$ cat src/vbm_pkg.sv
// Shared types and constants for the Voronoi blend mask pixel block.
// No dependencies.
`timescale 1ns / 1ps
`default_nettype none

package vbm_pkg;

  localparam int COORD_W    = 20;
  localparam int SIZE_W     = 16;
  localparam int PIX_W      = 16;
  localparam int MTILES_W   = 16;
  localparam int TIDX_W     = 4;
  localparam int MVAL_W     = 8;
  localparam int MARGIN_W   = 20;
  localparam int TCOUNT_W   = 5;
  localparam int CFG_IDX_W  = 1;
  localparam int CFG_DATA_W = 20;

  localparam logic [MVAL_W-1:0] MVAL_MAX = 8'd255;

  typedef enum logic {
    FUNC_LOAD  = 1'b0,
    FUNC_PIXEL = 1'b1
  } func_t;

  typedef enum logic [CFG_IDX_W-1:0] {
    CFG_MARGIN     = 1'b0,
    CFG_TILE_COUNT = 1'b1
  } cfg_idx_t;

  typedef struct packed {
    logic signed [COORD_W-1:0] ox;
    logic signed [COORD_W-1:0] oy;
    logic        [SIZE_W-1:0]  w;
    logic        [SIZE_W-1:0]  h;
  } tile_rec_t;

  localparam int TILE_REC_W = $bits(tile_rec_t);

endpackage

`default_nettype wire

$ cat src/vbm_if.sv
// Valid/ready channel interfaces for pixel/load items and mask results.
// Depends on vbm_pkg.
`timescale 1ns / 1ps
`default_nettype none

interface vbm_in_if;
  import vbm_pkg::*;
  logic                       valid;
  logic                       ready;
  logic                       func;
  logic [TIDX_W-1:0]          tile_index;
  logic signed [COORD_W-1:0]  origin_x;
  logic signed [COORD_W-1:0]  origin_y;
  logic [SIZE_W-1:0]          tile_width;
  logic [SIZE_W-1:0]          tile_height;
  logic [PIX_W-1:0]           pixel_x;
  logic [PIX_W-1:0]           pixel_y;
  logic [MTILES_W-1:0]        masked_tiles;

  modport source (output valid, func, tile_index, origin_x, origin_y, tile_width,
                  tile_height, pixel_x, pixel_y, masked_tiles, input ready);
  modport sink   (input valid, func, tile_index, origin_x, origin_y, tile_width,
                  tile_height, pixel_x, pixel_y, masked_tiles, output ready);
endinterface

interface vbm_out_if;
  import vbm_pkg::*;
  logic              valid;
  logic              ready;
  logic [MVAL_W-1:0] mask_value;

  modport source (output valid, mask_value, input ready);
  modport sink   (input valid, mask_value, output ready);
endinterface

`default_nettype wire

$ cat src/vbm_ram.sv
// Generic single write port, single read port RAM with registered read.
// No dependencies.
`timescale 1ns / 1ps
`default_nettype none

module vbm_ram #(
  parameter int WIDTH = 8,
  parameter int DEPTH = 16,
  parameter int AW    = $clog2(DEPTH)
) (
  input  logic             clk,
  input  logic             we,
  input  logic [AW-1:0]    waddr,
  input  logic [WIDTH-1:0] wdata,
  input  logic [AW-1:0]    raddr,
  output logic [WIDTH-1:0] rdata
);

  logic [WIDTH-1:0] mem [DEPTH];
  logic [WIDTH-1:0] rdata_r;

  always_ff @(posedge clk) begin
    if (we) begin
      mem[waddr] <= wdata;
    end
    rdata_r <= mem[raddr];
  end

  assign rdata = rdata_r;

endmodule

`default_nettype wire

$ cat src/vbm_sqrt_cell.sv
// One cell of the integer square root chain: retires one root bit per cycle
// and hands radicand, remainder, partial root and tag to the next cell.
`timescale 1ns / 1ps
`default_nettype none

module vbm_sqrt_cell #(
  parameter int DW = 20,
  parameter int TW = 6
) (
  input  logic            clk,
  input  logic            rst_n,
  input  logic            vld_i,
  input  logic [TW-1:0]   tag_i,
  input  logic [2*DW-1:0] rad_i,
  input  logic [DW+1:0]   rem_i,
  input  logic [DW-1:0]   root_i,
  output logic            vld_o,
  output logic [TW-1:0]   tag_o,
  output logic [2*DW-1:0] rad_o,
  output logic [DW+1:0]   rem_o,
  output logic [DW-1:0]   root_o
);

  logic            vld_r;
  logic [TW-1:0]   tag_r;
  logic [2*DW-1:0] rad_r,  rad_nxt;
  logic [DW+1:0]   rem_r,  rem_nxt;
  logic [DW-1:0]   root_r, root_nxt;
  logic [DW+1:0]   rem_sh, trial;
  logic            ge;

  // remainder stays below 2^DW until the last bit, so the top bits drop safely
  always_comb begin
    rem_sh   = {rem_i[DW-1:0], rad_i[2*DW-1 -: 2]};
    trial    = {root_i, 2'b01};
    ge       = (rem_sh >= trial);
    rem_nxt  = ge ? (rem_sh - trial) : rem_sh;
    root_nxt = {root_i[DW-2:0], ge};
    rad_nxt  = {rad_i[2*DW-3:0], 2'b00};
  end

  always_ff @(posedge clk) begin
    if (!rst_n) begin
      vld_r <= 1'b0;
    end else begin
      vld_r <= vld_i;
    end
  end

  always_ff @(posedge clk) begin
    tag_r  <= tag_i;
    rad_r  <= rad_nxt;
    rem_r  <= rem_nxt;
    root_r <= root_nxt;
  end

  assign vld_o  = vld_r;
  assign tag_o  = tag_r;
  assign rad_o  = rad_r;
  assign rem_o  = rem_r;
  assign root_o = root_r;

endmodule

`default_nettype wire

$ cat src/voronoi_blend_mask_pixel_top.sv
// Load item: writes the tile table. Pixel item: each of the n active tiles (at least 1) is read
// from the table RAM, one tile read per cycle, then passes the tile pipeline and FRAC_BITS+16
// root cells; a margin compare follows unless a lone tile covers the pixel, then the ramp
// divider when the gap lies inside the margin band. An excluded own tile skips to the result.
// One pixel is worked on at a time; the next item is taken while a result waits.
// Reset (sync, active low) clears control and config; the tile table is undefined.
`timescale 1ns / 1ps
`default_nettype none

module voronoi_blend_mask_pixel_top #(
  parameter int MAX_TILES = 16,
  parameter int FRAC_BITS = 4
) (
  input  logic                            clk,
  input  logic                            rst_n,
  vbm_in_if.sink                          in_ch,
  vbm_out_if.source                       out_ch,
  input  logic                            cfg_we,
  input  logic [vbm_pkg::CFG_IDX_W-1:0]   cfg_index,
  input  logic [vbm_pkg::CFG_DATA_W-1:0]  cfg_data
);
  import vbm_pkg::*;

  localparam int IW   = $clog2(MAX_TILES);
  localparam int CNTW = $clog2(MAX_TILES + 1);
  localparam int DW   = FRAC_BITS + 16;
  localparam int RW   = 2 * DW;
  localparam int TW   = IW + 2;
  localparam int SW   = ((DW > 22) ? DW : 22) + 2;
  localparam int NUMW = 30;
  localparam int DENW = 22;

  typedef enum logic [7:0] {
    S_IDLE  = 8'b0000_0001,
    S_OWN   = 8'b0000_0010,
    S_ISSUE = 8'b0000_0100,
    S_DRAIN = 8'b0000_1000,
    S_FIN   = 8'b0001_0000,
    S_CMP   = 8'b0010_0000,
    S_DIV   = 8'b0100_0000,
    S_RES   = 8'b1000_0000
  } state_t;

  state_t state_r;

  // configuration
  logic [MARGIN_W-1:0] margin_r;
  logic [TCOUNT_W-1:0] tcount_r;

  always_ff @(posedge clk) begin
    if (!rst_n) begin
      margin_r <= '0;
      tcount_r <= TCOUNT_W'(1);
    end else if (cfg_we) begin
      case (cfg_index)
        CFG_MARGIN:     margin_r <= cfg_data[MARGIN_W-1:0];
        CFG_TILE_COUNT: tcount_r <= cfg_data[TCOUNT_W-1:0];
        default: ;
      endcase
    end
  end

  logic [CNTW-1:0] count_c, n_issue;
  assign count_c = (32'(tcount_r) > 32'(MAX_TILES)) ? CNTW'(MAX_TILES) : CNTW'(tcount_r);
  assign n_issue = (count_c == '0) ? CNTW'(1) : count_c;

  // input side
  logic       in_acc, ti_ok;
  logic [6:0] ti7;
  assign in_ch.ready = (state_r == S_IDLE);
  assign in_acc      = in_ch.valid && in_ch.ready;
  assign ti7         = 7'(in_ch.tile_index);
  assign ti_ok       = (ti7 < 7'(MAX_TILES));

  // tile table
  logic [IW-1:0]         ram_raddr;
  logic [TILE_REC_W-1:0] ram_rdata;
  logic [CNTW-1:0]       ic_r;
  tile_rec_t             wr_rec, rd_rec;

  assign wr_rec    = '{ox: in_ch.origin_x, oy: in_ch.origin_y,
                       w: in_ch.tile_width, h: in_ch.tile_height};
  assign ram_raddr = (state_r == S_ISSUE) ? ic_r[IW-1:0] : ti7[IW-1:0];
  assign rd_rec    = tile_rec_t'(ram_rdata);

  vbm_ram #(.WIDTH(TILE_REC_W), .DEPTH(MAX_TILES)) u_table (
    .clk   (clk),
    .we    (in_acc && (in_ch.func == FUNC_LOAD) && ti_ok),
    .waddr (ti7[IW-1:0]),
    .wdata (wr_rec),
    .raddr (ram_raddr),
    .rdata (ram_rdata)
  );

  // pixel context
  logic [TIDX_W-1:0]   ti_r;
  logic                ti_ok_r;
  logic [PIX_W-1:0]    px_r, py_r;
  logic [MTILES_W-1:0] masked_r;
  logic signed [20:0]  cx_r, cy_r;
  logic [MVAL_W-1:0]   res_r;
  logic signed [SW-1:0] s_r;
  logic [NUMW-1:0]     rem_r;
  logic [DENW-1:0]     den_r;
  logic [2:0]          k_r;

  // tracker
  logic          have1_r, have2_r, fin_r;
  logic [DW-1:0] d1_r, d2_r;
  logic [IW-1:0] near_r;

  // finishing arithmetic
  logic                 closest;
  logic [DW-1:0]        diff;
  logic signed [SW-1:0] diff_s, m2s, sm;
  logic [21:0]          sm22;
  logic [NUMW-1:0]      dsh;
  logic                 out_free;
  logic signed [COORD_W-1:0] own_x, own_y;

  always_comb begin
    closest = have1_r && (7'(near_r) == 7'(ti_r));
    diff    = (have1_r && have2_r) ? (d2_r - d1_r) : '0;
    diff_s  = $signed(SW'(diff));
    m2s     = $signed(SW'({margin_r, 1'b0}));
    sm      = s_r + m2s;
    sm22    = sm[21:0];
    dsh     = NUMW'(den_r) << k_r;
    own_x   = ti_ok_r ? rd_rec.ox : '0;
    own_y   = ti_ok_r ? rd_rec.oy : '0;
  end

  assign out_free = !out_ch.valid || out_ch.ready;

  always_ff @(posedge clk) begin
    if (!rst_n) begin
      state_r <= S_IDLE;
      ic_r    <= '0;
    end else begin
      case (state_r)
        S_IDLE: begin
          if (in_acc && (in_ch.func == FUNC_PIXEL)) begin
            state_r <= in_ch.masked_tiles[in_ch.tile_index] ? S_RES : S_OWN;
          end
        end
        S_OWN: begin
          ic_r    <= '0;
          state_r <= S_ISSUE;
        end
        S_ISSUE: begin
          ic_r <= CNTW'(ic_r + 1'b1);
          if (CNTW'(ic_r + 1'b1) == n_issue) begin
            state_r <= S_DRAIN;
          end
        end
        S_DRAIN: if (fin_r) state_r <= S_FIN;
        S_FIN: state_r <= (have1_r && !have2_r) ? S_RES : S_CMP;
        S_CMP: state_r <= ((s_r < -m2s) || (s_r >= m2s)) ? S_RES : S_DIV;
        S_DIV: if (k_r == 3'd0) state_r <= S_RES;
        S_RES: if (out_free) state_r <= S_IDLE;
        default: state_r <= S_IDLE;
      endcase
    end
  end

  always_ff @(posedge clk) begin
    case (state_r)
      S_IDLE: begin
        ti_r     <= in_ch.tile_index;
        ti_ok_r  <= ti_ok;
        px_r     <= in_ch.pixel_x;
        py_r     <= in_ch.pixel_y;
        masked_r <= in_ch.masked_tiles;
        res_r    <= '0;
      end
      S_OWN: begin
        cx_r <= $signed({own_x[COORD_W-1], own_x}) + $signed({5'b0, px_r});
        cy_r <= $signed({own_y[COORD_W-1], own_y}) + $signed({5'b0, py_r});
      end
      S_FIN: begin
        res_r <= closest ? MVAL_MAX : '0;
        s_r   <= closest ? diff_s : -diff_s;
      end
      S_CMP: begin
        res_r <= (s_r < -m2s) ? '0 : MVAL_MAX;
        rem_r <= NUMW'({sm22, 8'b0}) - NUMW'(sm22);   // times 255
        den_r <= {margin_r, 2'b00};
        k_r   <= 3'd7;
      end
      S_DIV: begin
        if (rem_r >= dsh) begin
          rem_r      <= rem_r - dsh;
          res_r[k_r] <= 1'b1;
        end else begin
          res_r[k_r] <= 1'b0;
        end
        k_r <= k_r - 3'd1;
      end
      default: ;
    endcase
  end

  // per tile pipeline: issue, rectangle test, fold to center offset, square, sum
  logic                t0_vld_r, t0_last_r, t0_en_r;
  logic [IW-1:0]       t0_idx_r;
  logic                a_vld_r, a_last_r, a_en_r, a_msk_r;
  logic [IW-1:0]       a_idx_r;
  logic signed [21:0]  a_lx_r, a_ly_r;
  logic [SIZE_W-1:0]   a_w_r, a_h_r;
  logic                b_vld_r, b_last_r, b_use_r;
  logic [IW-1:0]       b_idx_r;
  logic [15:0]         b_ex_r, b_ey_r;
  logic                c_vld_r, c_last_r, c_use_r;
  logic [IW-1:0]       c_idx_r;
  logic [31:0]         c_sqx_r, c_sqy_r;
  logic [6:0]          t0_idx7;
  logic [17:0]         tx, ty, txn, tyn;
  logic                cov;
  logic [32:0]         sum_c;

  assign t0_idx7 = 7'(t0_idx_r);

  always_comb begin
    tx    = {a_lx_r[16:0], 1'b0} - {2'b0, a_w_r};
    ty    = {a_ly_r[16:0], 1'b0} - {2'b0, a_h_r};
    txn   = -tx;
    tyn   = -ty;
    cov   = !a_lx_r[21] && (a_lx_r[20:0] < {5'b0, a_w_r}) &&
            !a_ly_r[21] && (a_ly_r[20:0] < {5'b0, a_h_r});
    sum_c = {1'b0, c_sqx_r} + {1'b0, c_sqy_r};
  end

  always_ff @(posedge clk) begin
    if (!rst_n) begin
      t0_vld_r <= 1'b0;
      a_vld_r  <= 1'b0;
      b_vld_r  <= 1'b0;
      c_vld_r  <= 1'b0;
    end else begin
      t0_vld_r <= (state_r == S_ISSUE);
      a_vld_r  <= t0_vld_r;
      b_vld_r  <= a_vld_r;
      c_vld_r  <= b_vld_r;
    end
  end

  always_ff @(posedge clk) begin
    t0_last_r <= (CNTW'(ic_r + 1'b1) == n_issue);
    t0_en_r   <= (count_c != '0);
    t0_idx_r  <= ic_r[IW-1:0];

    a_last_r <= t0_last_r;
    a_en_r   <= t0_en_r;
    a_idx_r  <= t0_idx_r;
    a_msk_r  <= (t0_idx7 < 7'd16) && masked_r[t0_idx7[3:0]];
    a_lx_r   <= $signed({cx_r[20], cx_r}) - $signed({{2{rd_rec.ox[COORD_W-1]}}, rd_rec.ox});
    a_ly_r   <= $signed({cy_r[20], cy_r}) - $signed({{2{rd_rec.oy[COORD_W-1]}}, rd_rec.oy});
    a_w_r    <= rd_rec.w;
    a_h_r    <= rd_rec.h;

    b_last_r <= a_last_r;
    b_idx_r  <= a_idx_r;
    b_use_r  <= a_en_r && cov && !a_msk_r;
    b_ex_r   <= tx[17] ? txn[15:0] : tx[15:0];
    b_ey_r   <= ty[17] ? tyn[15:0] : ty[15:0];

    c_last_r <= b_last_r;
    c_idx_r  <= b_idx_r;
    c_use_r  <= b_use_r;
    c_sqx_r  <= b_ex_r * b_ex_r;
    c_sqy_r  <= b_ey_r * b_ey_r;
  end

  // square root chain, entry registered here
  logic          cv   [DW+1];
  logic [TW-1:0] ctag [DW+1];
  logic [RW-1:0] crad [DW+1];
  logic [DW+1:0] crem [DW+1];
  logic [DW-1:0] croot[DW+1];

  always_ff @(posedge clk) begin
    if (!rst_n) begin
      cv[0] <= 1'b0;
    end else begin
      cv[0] <= c_vld_r;
    end
  end

  always_ff @(posedge clk) begin
    ctag[0]  <= {c_use_r, c_last_r, c_idx_r};
    crad[0]  <= RW'(sum_c) << (2 * FRAC_BITS - 2);
    crem[0]  <= '0;
    croot[0] <= '0;
  end

  for (genvar k = 0; k < DW; k++) begin : g_cell
    vbm_sqrt_cell #(.DW(DW), .TW(TW)) u_cell (
      .clk    (clk),
      .rst_n  (rst_n),
      .vld_i  (cv[k]),
      .tag_i  (ctag[k]),
      .rad_i  (crad[k]),
      .rem_i  (crem[k]),
      .root_i (croot[k]),
      .vld_o  (cv[k+1]),
      .tag_o  (ctag[k+1]),
      .rad_o  (crad[k+1]),
      .rem_o  (crem[k+1]),
      .root_o (croot[k+1])
    );
  end

  // nearest / second nearest, ties keep the earlier tile
  logic          e_use, e_last;
  logic [IW-1:0] e_idx;
  logic [DW-1:0] e_d;
  assign {e_use, e_last, e_idx} = ctag[DW];
  assign e_d = croot[DW];

  always_ff @(posedge clk) begin
    if (!rst_n) begin
      have1_r <= 1'b0;
      have2_r <= 1'b0;
      fin_r   <= 1'b0;
    end else begin
      fin_r <= cv[DW] && e_last;
      if (state_r == S_OWN) begin
        have1_r <= 1'b0;
        have2_r <= 1'b0;
      end else if (cv[DW] && e_use) begin
        if (!have1_r || (e_d < d1_r)) begin
          have1_r <= 1'b1;
          if (have1_r) have2_r <= 1'b1;
        end else if (!have2_r || (e_d < d2_r)) begin
          have2_r <= 1'b1;
        end
      end
    end
  end

  always_ff @(posedge clk) begin
    if (cv[DW] && e_use) begin
      if (!have1_r || (e_d < d1_r)) begin
        d2_r   <= d1_r;
        d1_r   <= e_d;
        near_r <= e_idx;
      end else if (!have2_r || (e_d < d2_r)) begin
        d2_r <= e_d;
      end
    end
  end

  // result register
  logic              out_valid_r;
  logic [MVAL_W-1:0] out_val_r;

  always_ff @(posedge clk) begin
    if (!rst_n) begin
      out_valid_r <= 1'b0;
    end else if ((state_r == S_RES) && out_free) begin
      out_valid_r <= 1'b1;
    end else if (out_ch.ready) begin
      out_valid_r <= 1'b0;
    end
  end

  always_ff @(posedge clk) begin
    if ((state_r == S_RES) && out_free) begin
      out_val_r <= res_r;
    end
  end

  assign out_ch.valid      = out_valid_r;
  assign out_ch.mask_value = out_val_r;

endmodule

`default_nettype wire

$ cat src/flat_wrapper.sv
// flat-port wrapper written by rule: the top's interface ports become plain ports
module voronoi_blend_mask_pixel_top_flat import vbm_pkg::*;
#(
  parameter int MAX_TILES = 16,
  parameter int FRAC_BITS = 4
)
  (clk, rst_n, cfg_we, cfg_index, cfg_data, in_ch_valid, in_ch_func, in_ch_tile_index, in_ch_origin_x, in_ch_origin_y, in_ch_tile_width, in_ch_tile_height, in_ch_pixel_x, in_ch_pixel_y, in_ch_masked_tiles, in_ch_ready, out_ch_valid, out_ch_mask_value, out_ch_ready);
  vbm_in_if in_ch_i ();
  vbm_out_if out_ch_i ();
  input  logic clk;
  input  logic rst_n;
  input  logic cfg_we;
  input  logic [vbm_pkg::CFG_IDX_W-1:0] cfg_index;
  input  logic [vbm_pkg::CFG_DATA_W-1:0] cfg_data;
  input wire logic [$bits(in_ch_i.valid)-1:0] in_ch_valid;
  input wire logic [$bits(in_ch_i.func)-1:0] in_ch_func;
  input wire logic [$bits(in_ch_i.tile_index)-1:0] in_ch_tile_index;
  input wire logic [$bits(in_ch_i.origin_x)-1:0] in_ch_origin_x;
  input wire logic [$bits(in_ch_i.origin_y)-1:0] in_ch_origin_y;
  input wire logic [$bits(in_ch_i.tile_width)-1:0] in_ch_tile_width;
  input wire logic [$bits(in_ch_i.tile_height)-1:0] in_ch_tile_height;
  input wire logic [$bits(in_ch_i.pixel_x)-1:0] in_ch_pixel_x;
  input wire logic [$bits(in_ch_i.pixel_y)-1:0] in_ch_pixel_y;
  input wire logic [$bits(in_ch_i.masked_tiles)-1:0] in_ch_masked_tiles;
  output wire logic [$bits(in_ch_i.ready)-1:0] in_ch_ready;
  output wire logic [$bits(out_ch_i.valid)-1:0] out_ch_valid;
  output wire logic [$bits(out_ch_i.mask_value)-1:0] out_ch_mask_value;
  input wire logic [$bits(out_ch_i.ready)-1:0] out_ch_ready;
  assign in_ch_i.valid = in_ch_valid;
  assign in_ch_i.func = in_ch_func;
  assign in_ch_i.tile_index = in_ch_tile_index;
  assign in_ch_i.origin_x = in_ch_origin_x;
  assign in_ch_i.origin_y = in_ch_origin_y;
  assign in_ch_i.tile_width = in_ch_tile_width;
  assign in_ch_i.tile_height = in_ch_tile_height;
  assign in_ch_i.pixel_x = in_ch_pixel_x;
  assign in_ch_i.pixel_y = in_ch_pixel_y;
  assign in_ch_i.masked_tiles = in_ch_masked_tiles;
  assign in_ch_ready = in_ch_i.ready;
  assign out_ch_valid = out_ch_i.valid;
  assign out_ch_mask_value = out_ch_i.mask_value;
  assign out_ch_i.ready = out_ch_ready;
  voronoi_blend_mask_pixel_top #(.MAX_TILES(MAX_TILES), .FRAC_BITS(FRAC_BITS)) u_core (.clk(clk), .rst_n(rst_n), .in_ch(in_ch_i), .out_ch(out_ch_i), .cfg_we(cfg_we), .cfg_index(cfg_index), .cfg_data(cfg_data));
endmodule
$ cat config.mk
export PLATFORM = sky130hd
export DESIGN_NAME = voronoi_blend_mask_pixel_top_flat
export DESIGN_NICKNAME = d
export VERILOG_FILES = /design/src/vbm_pkg.sv /design/src/vbm_if.sv /design/src/vbm_ram.sv /design/src/vbm_sqrt_cell.sv /design/src/voronoi_blend_mask_pixel_top.sv /design/src/flat_wrapper.sv
export SDC_FILE = /design/constraint.sdc
export NUM_CORES = 2
export LEC_CHECK = 0
export BUFFER_PORTS_ARGS = -buffer_cell sky130_fd_sc_hd__buf_2
export CAP_MARGIN = 20
export CORE_ASPECT_RATIO = 1.1
export CORE_MARGIN = 2
export CORE_UTILIZATION = 25
export DETAILED_ROUTE_END_ITERATION = 6
export PLACE_DENSITY = 0.43
export SLEW_MARGIN = 10
export SYNTH_ARGS = -nofsm -noshare
export SYNTH_HDL_FRONTEND = slang
export SYNTH_SLANG_ARGS = --single-unit
$ cat constraint.sdc
create_clock -name clk -period 9.5 [get_ports clk]
set_clock_uncertainty 0.1 [all_clocks]
set_input_delay 0.95 -clock clk [delete_from_list [all_inputs] [get_ports clk]]
set_output_delay 0.95 -clock clk [all_outputs]
set_load 0.01 [all_outputs]
## Word level (Yosys, flattened, before mapping)

Memories as Yosys holds them, arrays and structs flattened. A register that Yosys moved wholly into a read port is not among the register bits.
Cells that the tools add are included.

| cells by class | value |
|---|---|
| $add $sub $neg | 36 |
| multipliers | 2 |
| $lt $le $gt $ge | 34 |
| eq/ne operators | 17 |
| shift-type cells | 1 |
| multiplexer cells | 60 |
| bitwise operators | 6 |
| reductions and logical operators | 43 |

Operators by type and width:

| kind | count |
|---|---|
| $mux W20 | 24 |
| $mux W8 | 11 |
| $mul A16 B16 Y32 | 2 |
| $pmux W8 S8 | 1 |
| $pmux W30 S2 | 1 |
| $sub A21 B20 Y22 | 2 |
| $add A20 B17 Y21 | 2 |
| $lt A21 B16 Y1 | 2 |
| $lt A20 B20 Y1 | 2 |
| $sub A20 B20 Y20 | 2 |
| $sub A18 B16 Y18 | 2 |
| $add A32 B32 Y33 | 1 |
| $mux W16 | 2 |
| $neg A16 Y16 | 2 |
| $pmux W8 S4 | 1 |
| $ge A30 B30 Y1 | 1 |
| $mux W30 | 1 |
| $shl A22 B3 Y30 | 1 |
| $sub A30 B22 Y30 | 1 |
| $sub A30 B30 Y30 | 1 |
| $ge A24 B22 Y1 | 1 |
| $lt A24 B24 Y1 | 1 |
| $neg A20 Y24 | 1 |
| $neg A21 Y24 | 1 |
| other kinds (80) | 133 |

| storage, ports and cells | value |
|---|---|
| flip-flop bits (word level) | 1,500 |
| RAM bits | 1,152 |
| output and inout port bits | 10 |
| word-level logic and storage cells | 352 |
| memories kept | 1 |

Memory list:

| memory | depth | bits a word | rd ports | clocked after memory_dff | write ports | RTL line | source |
|---|---|---|---|---|---|---|---|
| u_core.u_table.mem | 16 | 72 | 1 | 1 | 1 | vbm_ram.sv:19 | `logic [WIDTH-1:0] mem [DEPTH];` |

## Longest topological paths before layout

| logic depth | value |
|---|---|
| word-level depth | 8 |
| mapped depth | 26 |
| depth with buffers taken out | 25 |

## Hierarchy

A second synthesis with hierarchy kept.

| second synthesis, totals | value |
|---|---|
| cell total of the unflattened synthesis | 12,874 |
| area, all modules | 153,265.7 um^2 |

By module, submodules not included:

| module | instances | cells an instance | area an instance (um^2) |
|---|---|---|---|
| vbm_sqrt_cell | 20 | 317 | 3,206.8 |
| voronoi_blend_mask_pixel_top | 1 | 4,684 | 44,577.8 |
| vbm_ram | 1 | 1,850 | 44,551.5 |

## Worst setup path after synthesis

Ideal clock, no wire load.

| timing path | value |
|---|---|
| path kind | input -> register |
| start | input in_ch_func |
| end | memory u_core.u_table.mem[0][0] in the netlist's numbering (enable) |
| setup time | 0.591 ns |
| data arrival time | 6.408 ns |
| slack | 2.401 ns |
| stages | 4 |
| buffers on the path | 0 |
| path through | nor3b_1 > nor2b_1 > nand2b_1 > nor3_1 |

| on the way | value |
|---|---|
| longest elaborated chain between the ends | 5 |

RTL lines:

| item | RTL line | source |
|---|---|---|
| from (decl) | flat_wrapper.sv:16 | `input wire logic [$bits(in_ch_i.func)-1:0] in_ch_func;` |
| $not A1 Y1 | voronoi_blend_mask_pixel_top.sv:88 | `.we (in_acc && (in_ch.func == FUNC_LOAD) && ti_ok),` |
| $logic_and A1 B1 Y1 (2 in series) | voronoi_blend_mask_pixel_top.sv:88 |  |
| $mux W1 | vbm_ram.sv:23 | `if (we) begin` |
| $mux W1 (not written as such) | vbm_ram.sv:24 | `mem[waddr] <= wdata;` |
| to (decl) | vbm_ram.sv:19 |  |

No other way between the ends.

## Final worst setup path

| timing path | value |
|---|---|
| start | register u_core.b_ey_r[2] |
| end | register u_core.c_sqy_r[30] |

| on the way | value |
|---|---|
| longest elaborated chain between the ends | 1 |

RTL lines:

| item | RTL line | source |
|---|---|---|
| from (decl) | voronoi_blend_mask_pixel_top.sv:212 | `logic [15:0] b_ex_r, b_ey_r;` |
| from (signal assigned) | voronoi_blend_mask_pixel_top.sv:265 | `b_ey_r <= ty[17] ? tyn[15:0] : ty[15:0];` |
| $mul A16 B16 Y32 | voronoi_blend_mask_pixel_top.sv:271 | `c_sqy_r <= b_ey_r * b_ey_r;` |
| to (signal assigned) | voronoi_blend_mask_pixel_top.sv:271 |  |
| to (decl) | voronoi_blend_mask_pixel_top.sv:215 | `logic [31:0] c_sqx_r, c_sqy_r;` |

No other way between the ends.
A chain may end at the register's enable or synchronous reset.

==> impl_metrics.py <==
metrics = {
    "floorplan": {
        "dieArea_mm2": 0.502,
        "coreArea_mm2": 0.495,
        "pin_count": 161,
        "fp-row-count": 271,
        "die_w_um": 676,
        "starting_density_pct": 25.1,
        "floorplan.die.height_um": 743,
    },
    "setup_path": {
        "r2r_setup_slk_ps": 2740,
        "worst_path_largest_cell_delay_ps": 570,
        "crit_start": "u_core.b_ey_r[2]$_DFF_P_",
        "criticalPathCategory": "reg2reg",
        "timing.reg2reg.worst_path_depth": 24,
        "cp_slowest_cell": "dfxtp_1",
        "critPathArrivalTime_ps": 7480,
        "worst_setup_path_end_kind": "flop",
        "endpoint_of_the_most_critical_setup_path": "u_core.c_sqy_r[30]$_DFF_P_",
        "worst-path-max-fanout": 18,
        "critical_path.reg2reg.startpoint": "u_core.b_ey_r[2]$_DFF_P_",
        "timing.critical_path.cells": "and2_1 > fa_1 > inv_1 > fa_1 > inv_1 > fa_1 > inv_1 > fa_1 > inv_1 > fa_1 > inv_1 > fa_1 > inv_1 > ha_1 > a21o_1 > a21o_1 > a22o_1 > a21oi_1 > a21oi_1 > a21o_1 > a2111oi_0 > o21bai_1 > a21oi_1 > xnor2_1",
        "critical_path_required_ps": 10220,
        "cp-start-kind": "flop",
        "crit-reg2reg-capture": "u_core.c_sqy_r[30]$_DFF_P_",
    },
    "clock_tree": {
        "cts_max_level": 5,
        "clk-insertion-delay-late_ps": 930,
        "clock_tree.buffer_depth": 4,
        "cts_num_sinks": 2705,
        "clock_tree.root_cell": "clkbuf_16",
        "cts_setup_buffers": 0,
        "cts.clk_slew.worst_paths_ps": 60,
        "numCtsBuffers": 307,
        "tritoncts_clock_tree": "done",
    },
    "synthesis": {
        "synth_top_family_by_area": "adder cells",
        "synth-simple-area-share_pct": 13.1,
        "most_used_flip_flop_cell_after_synthesis": "edfxtp_1",
        "yosysSeqAreaShare_pct": 54.8,
        "netlist_top_cells_count": "nand2_1 (1677), edfxtp_1 (1381), dfxtp_1 (1324)",
        "postSynthAreaPerCell_um2": 11.1,
        "synthDominantAreaCellType": "edfxtp_1",
        "synthXorXnorAreaFrac_pct": 3.97,
        "yosys-top-cells-area": "edfxtp_1 (33%), dfxtp_1 (21%), ha_1 (7.6%)",
        "yosys_warnings": 0,
        "synth.area.mux_share_pct": 1.28,
        "synth_compound_area_share_pct": 9.43,
        "synthDominantCellAreaShare_pct": 33.4,
        "synth_most_common_cell": "nand2_1",
        "postSynthCellCount": 11200,
        "postSynthNetCount": 12400,
        "synth.lib_cells_used.distinct": 104,
        "syn_area_mm2": 0.124,
        "synth-adder-area-share_pct": 13.1,
        "synth_edf_count": 1381,
        "asyncSetResetFlopFracSynth_pct": 0,
        "postSynthRegisterBits": 2705,
    },
    "route": {
        "initialDrtViolationCount": 4679,
        "drt_pre_antenna_iters": 5,
        "detail-route-antenna-nets": 0,
        "drt-vias-per-instance": 4.40,
        "post-route-drc-count": 0,
        "post_drt_wl_per_cell_um": 18.4,
        "vias": 80000,
        "wl_um": 335000,
    },
    "timing": {
        "max_freq_mhz": 148,
        "max_slew.worst_pin.slew_ps": 1150,
        "whs_ps": 97.3,
        "final_max_slew_viol_count": 0,
        "max-slew-margin-rel_pct": 23.2,
        "min_period_ps": 6760,
        "final.setup.tns_ps": 0,
        "final.period_utilization_pct": 71.1,
        "grt_setup_unrepaired": "false",
        "setup-violations-final": 0,
        "timing_hold_violations_final": 0,
    },
    "final_layout": {
        "n_fill_cell": 51200,
        "drive_above_1_share_pct": 7.60,
        "area.growth.synth_to_final_pct": 15.1,
        "final_nets": 12600,
        "finalNonFillerCells": 18200,
    },
    "placement": {
        "globalplace.congestion": 0.779,
        "placement.io_buffers": 160,
        "post-dp-hpwl_um": 222000,
        "post-place-cells": 17600,
    },
    "grt": {
        "first_pass_grt_wire_length_um": 507000,
        "antenna_found_initial": 61,
        "globalRoute.totalOverflow": 0,
        "grtUsageTotal_pct": 13.1,
        "first_global_vias": 80700,
        "grt_start_max_net_pins": 137,
    },
    "run": {
        "maxCapViolations": 0,
    },
    "status": {
        "outcome": "completed",
    },
    "min_path": {
        "min-delay-path-class": "in2reg",
    },
}
==> routing by layer <==
layer  vias up  GRT usage (%)  wire [µm]
li1      39300              -          -
met1     38900           17.5     155000
met2      1268           22.4     159000
met3       498           1.74      12400
met4        22           3.04       7710
met5         -              0        143
==> registers in the layout (all words and copies together), names as in the netlist, 24 cells and up <==
| register | count |
|---|---|
| u_core.u_table.mem | 1152 |
| u_core.g_cell.u_cell.rem_o | 349 |
| u_core.g_cell.u_cell.rad_o | 272 |
| u_core.g_cell.u_cell.root_o | 210 |
| u_core.g_cell.u_cell.tag_o | 120 |
| u_core.u_table.rdata | 72 |
| u_core.crad | 33 |
| u_core.c_sqx_r | 31 |
| u_core.c_sqy_r | 31 |
| u_core.rem_r | 28 |
| u_core.s_r | 24 |
==> worst max-delay path, delay by kind of cell (launching register included) <==
kind	cells	cell delay, ps
adder cells (fa/ha/maj)	7	3350
XOR/XNOR	1	130
AO/OA/AOI/OAI	9	1920
AND/OR/NAND/NOR	1	300
buffers and inverters	6	290
flip-flops	1	570
==> cells in the final DEF, fill, tap and decap left out, types with 29 or more instances in the layout <==
master	n
nand2_1	1675
edfxtp_1	1381
dfxtp_1	1324
inv_1	1041
ha_1	756
a21oi_1	518
nor2_1	427
nand3_1	411
xnor2_1	342
fa_1	341
clkbuf_16	317
o21ai_0	285
a311oi_1	222
xor2_1	216
and3_1	186
buf_2	160
a21o_1	156
nor3_1	147
and2_1	143
a31oi_1	108
nand2b_1	94
o21a_1	89
clkbuf_1	89
nor2b_1	82
mux2_2	67
buf_4	65
nand4_1	63
or3_1	59
nor4_1	55
o31ai_1	49
clkinv_2	43
clkbuf_8	42
o21bai_1	41
a211oi_1	38
o211ai_1	37
mux2i_1	35
a21boi_0	33
or2_2	31
nand3b_1	29
==> metrics by stage <==
step	utilization (%)	cell area, µm²	setup slack [ps]
after CTS	28.8	143000	2670
after detailed placement	26.8	133000	2660
after floorplan	-	124000	2400
after global placement	26.8	133000	2680
final	28.9	143000	2740
after global routing	28.9	143000	2280
==> layout make-up <==
type	instances	area [µm²]	share of cell area [%]
antenna	12	30.0	0.0210
clock buffer	448	8840	6.19
clock inverter	113	1150	0.804
inverter	1046	3930	2.75
multi-input combinational	7056	50900	35.6
sequential	2705	68000	47.6
tap	6552	8200	5.74
timing repair buffer	252	1780	1.25
==> repair_timing <==
action	in CTS	in global routing
endpoints found under the hold margin	6	0
resized for setup	0	0
hold buffers	6	0
==> worst min path at each step <==
stage / from / endpoint / slack (ps) / cells past startpoint
2_1_floorplan: u_core.t0_en_r$_DFF_P_ / u_core.a_en_r$_DFF_P_ / 210 / 0
3_3_place_gp: u_core.g_cell[8].u_cell.rad_o[28]$_DFF_P_ / u_core.g_cell[9].u_cell.rad_o[30]$_DFF_P_ / 210 / 0
3_5_place_dp: u_core.crad[830]$_DFF_P_ / u_core.g_cell[0].u_cell.rad_o[32]$_DFF_P_ / 210 / 0
4_1_cts: in_ch_pixel_y[8] / u_core.py_r[8]$_DFFE_PP_ / 1 / 1
5_1_grt: in_ch_pixel_y[5] / u_core.py_r[5]$_DFFE_PP_ / 40 / 1
6_report: in_ch_pixel_y[2] / u_core.py_r[2]$_DFFE_PP_ / 100 / 1
==> kinds of logic after synthesis <==
family,after synthesis
and+or+nand+nor,3514
DFF,2705
AOI/OAI and AO/OA,1758
buffers and inverters,1413
adders and majority gates,1097
xor gates and xnor gates,560
muxes,126
other,1
Power is left out: the tool's default activity adds up to more than one toggle a clock period on the data nets, which glitch-free logic cannot reach.
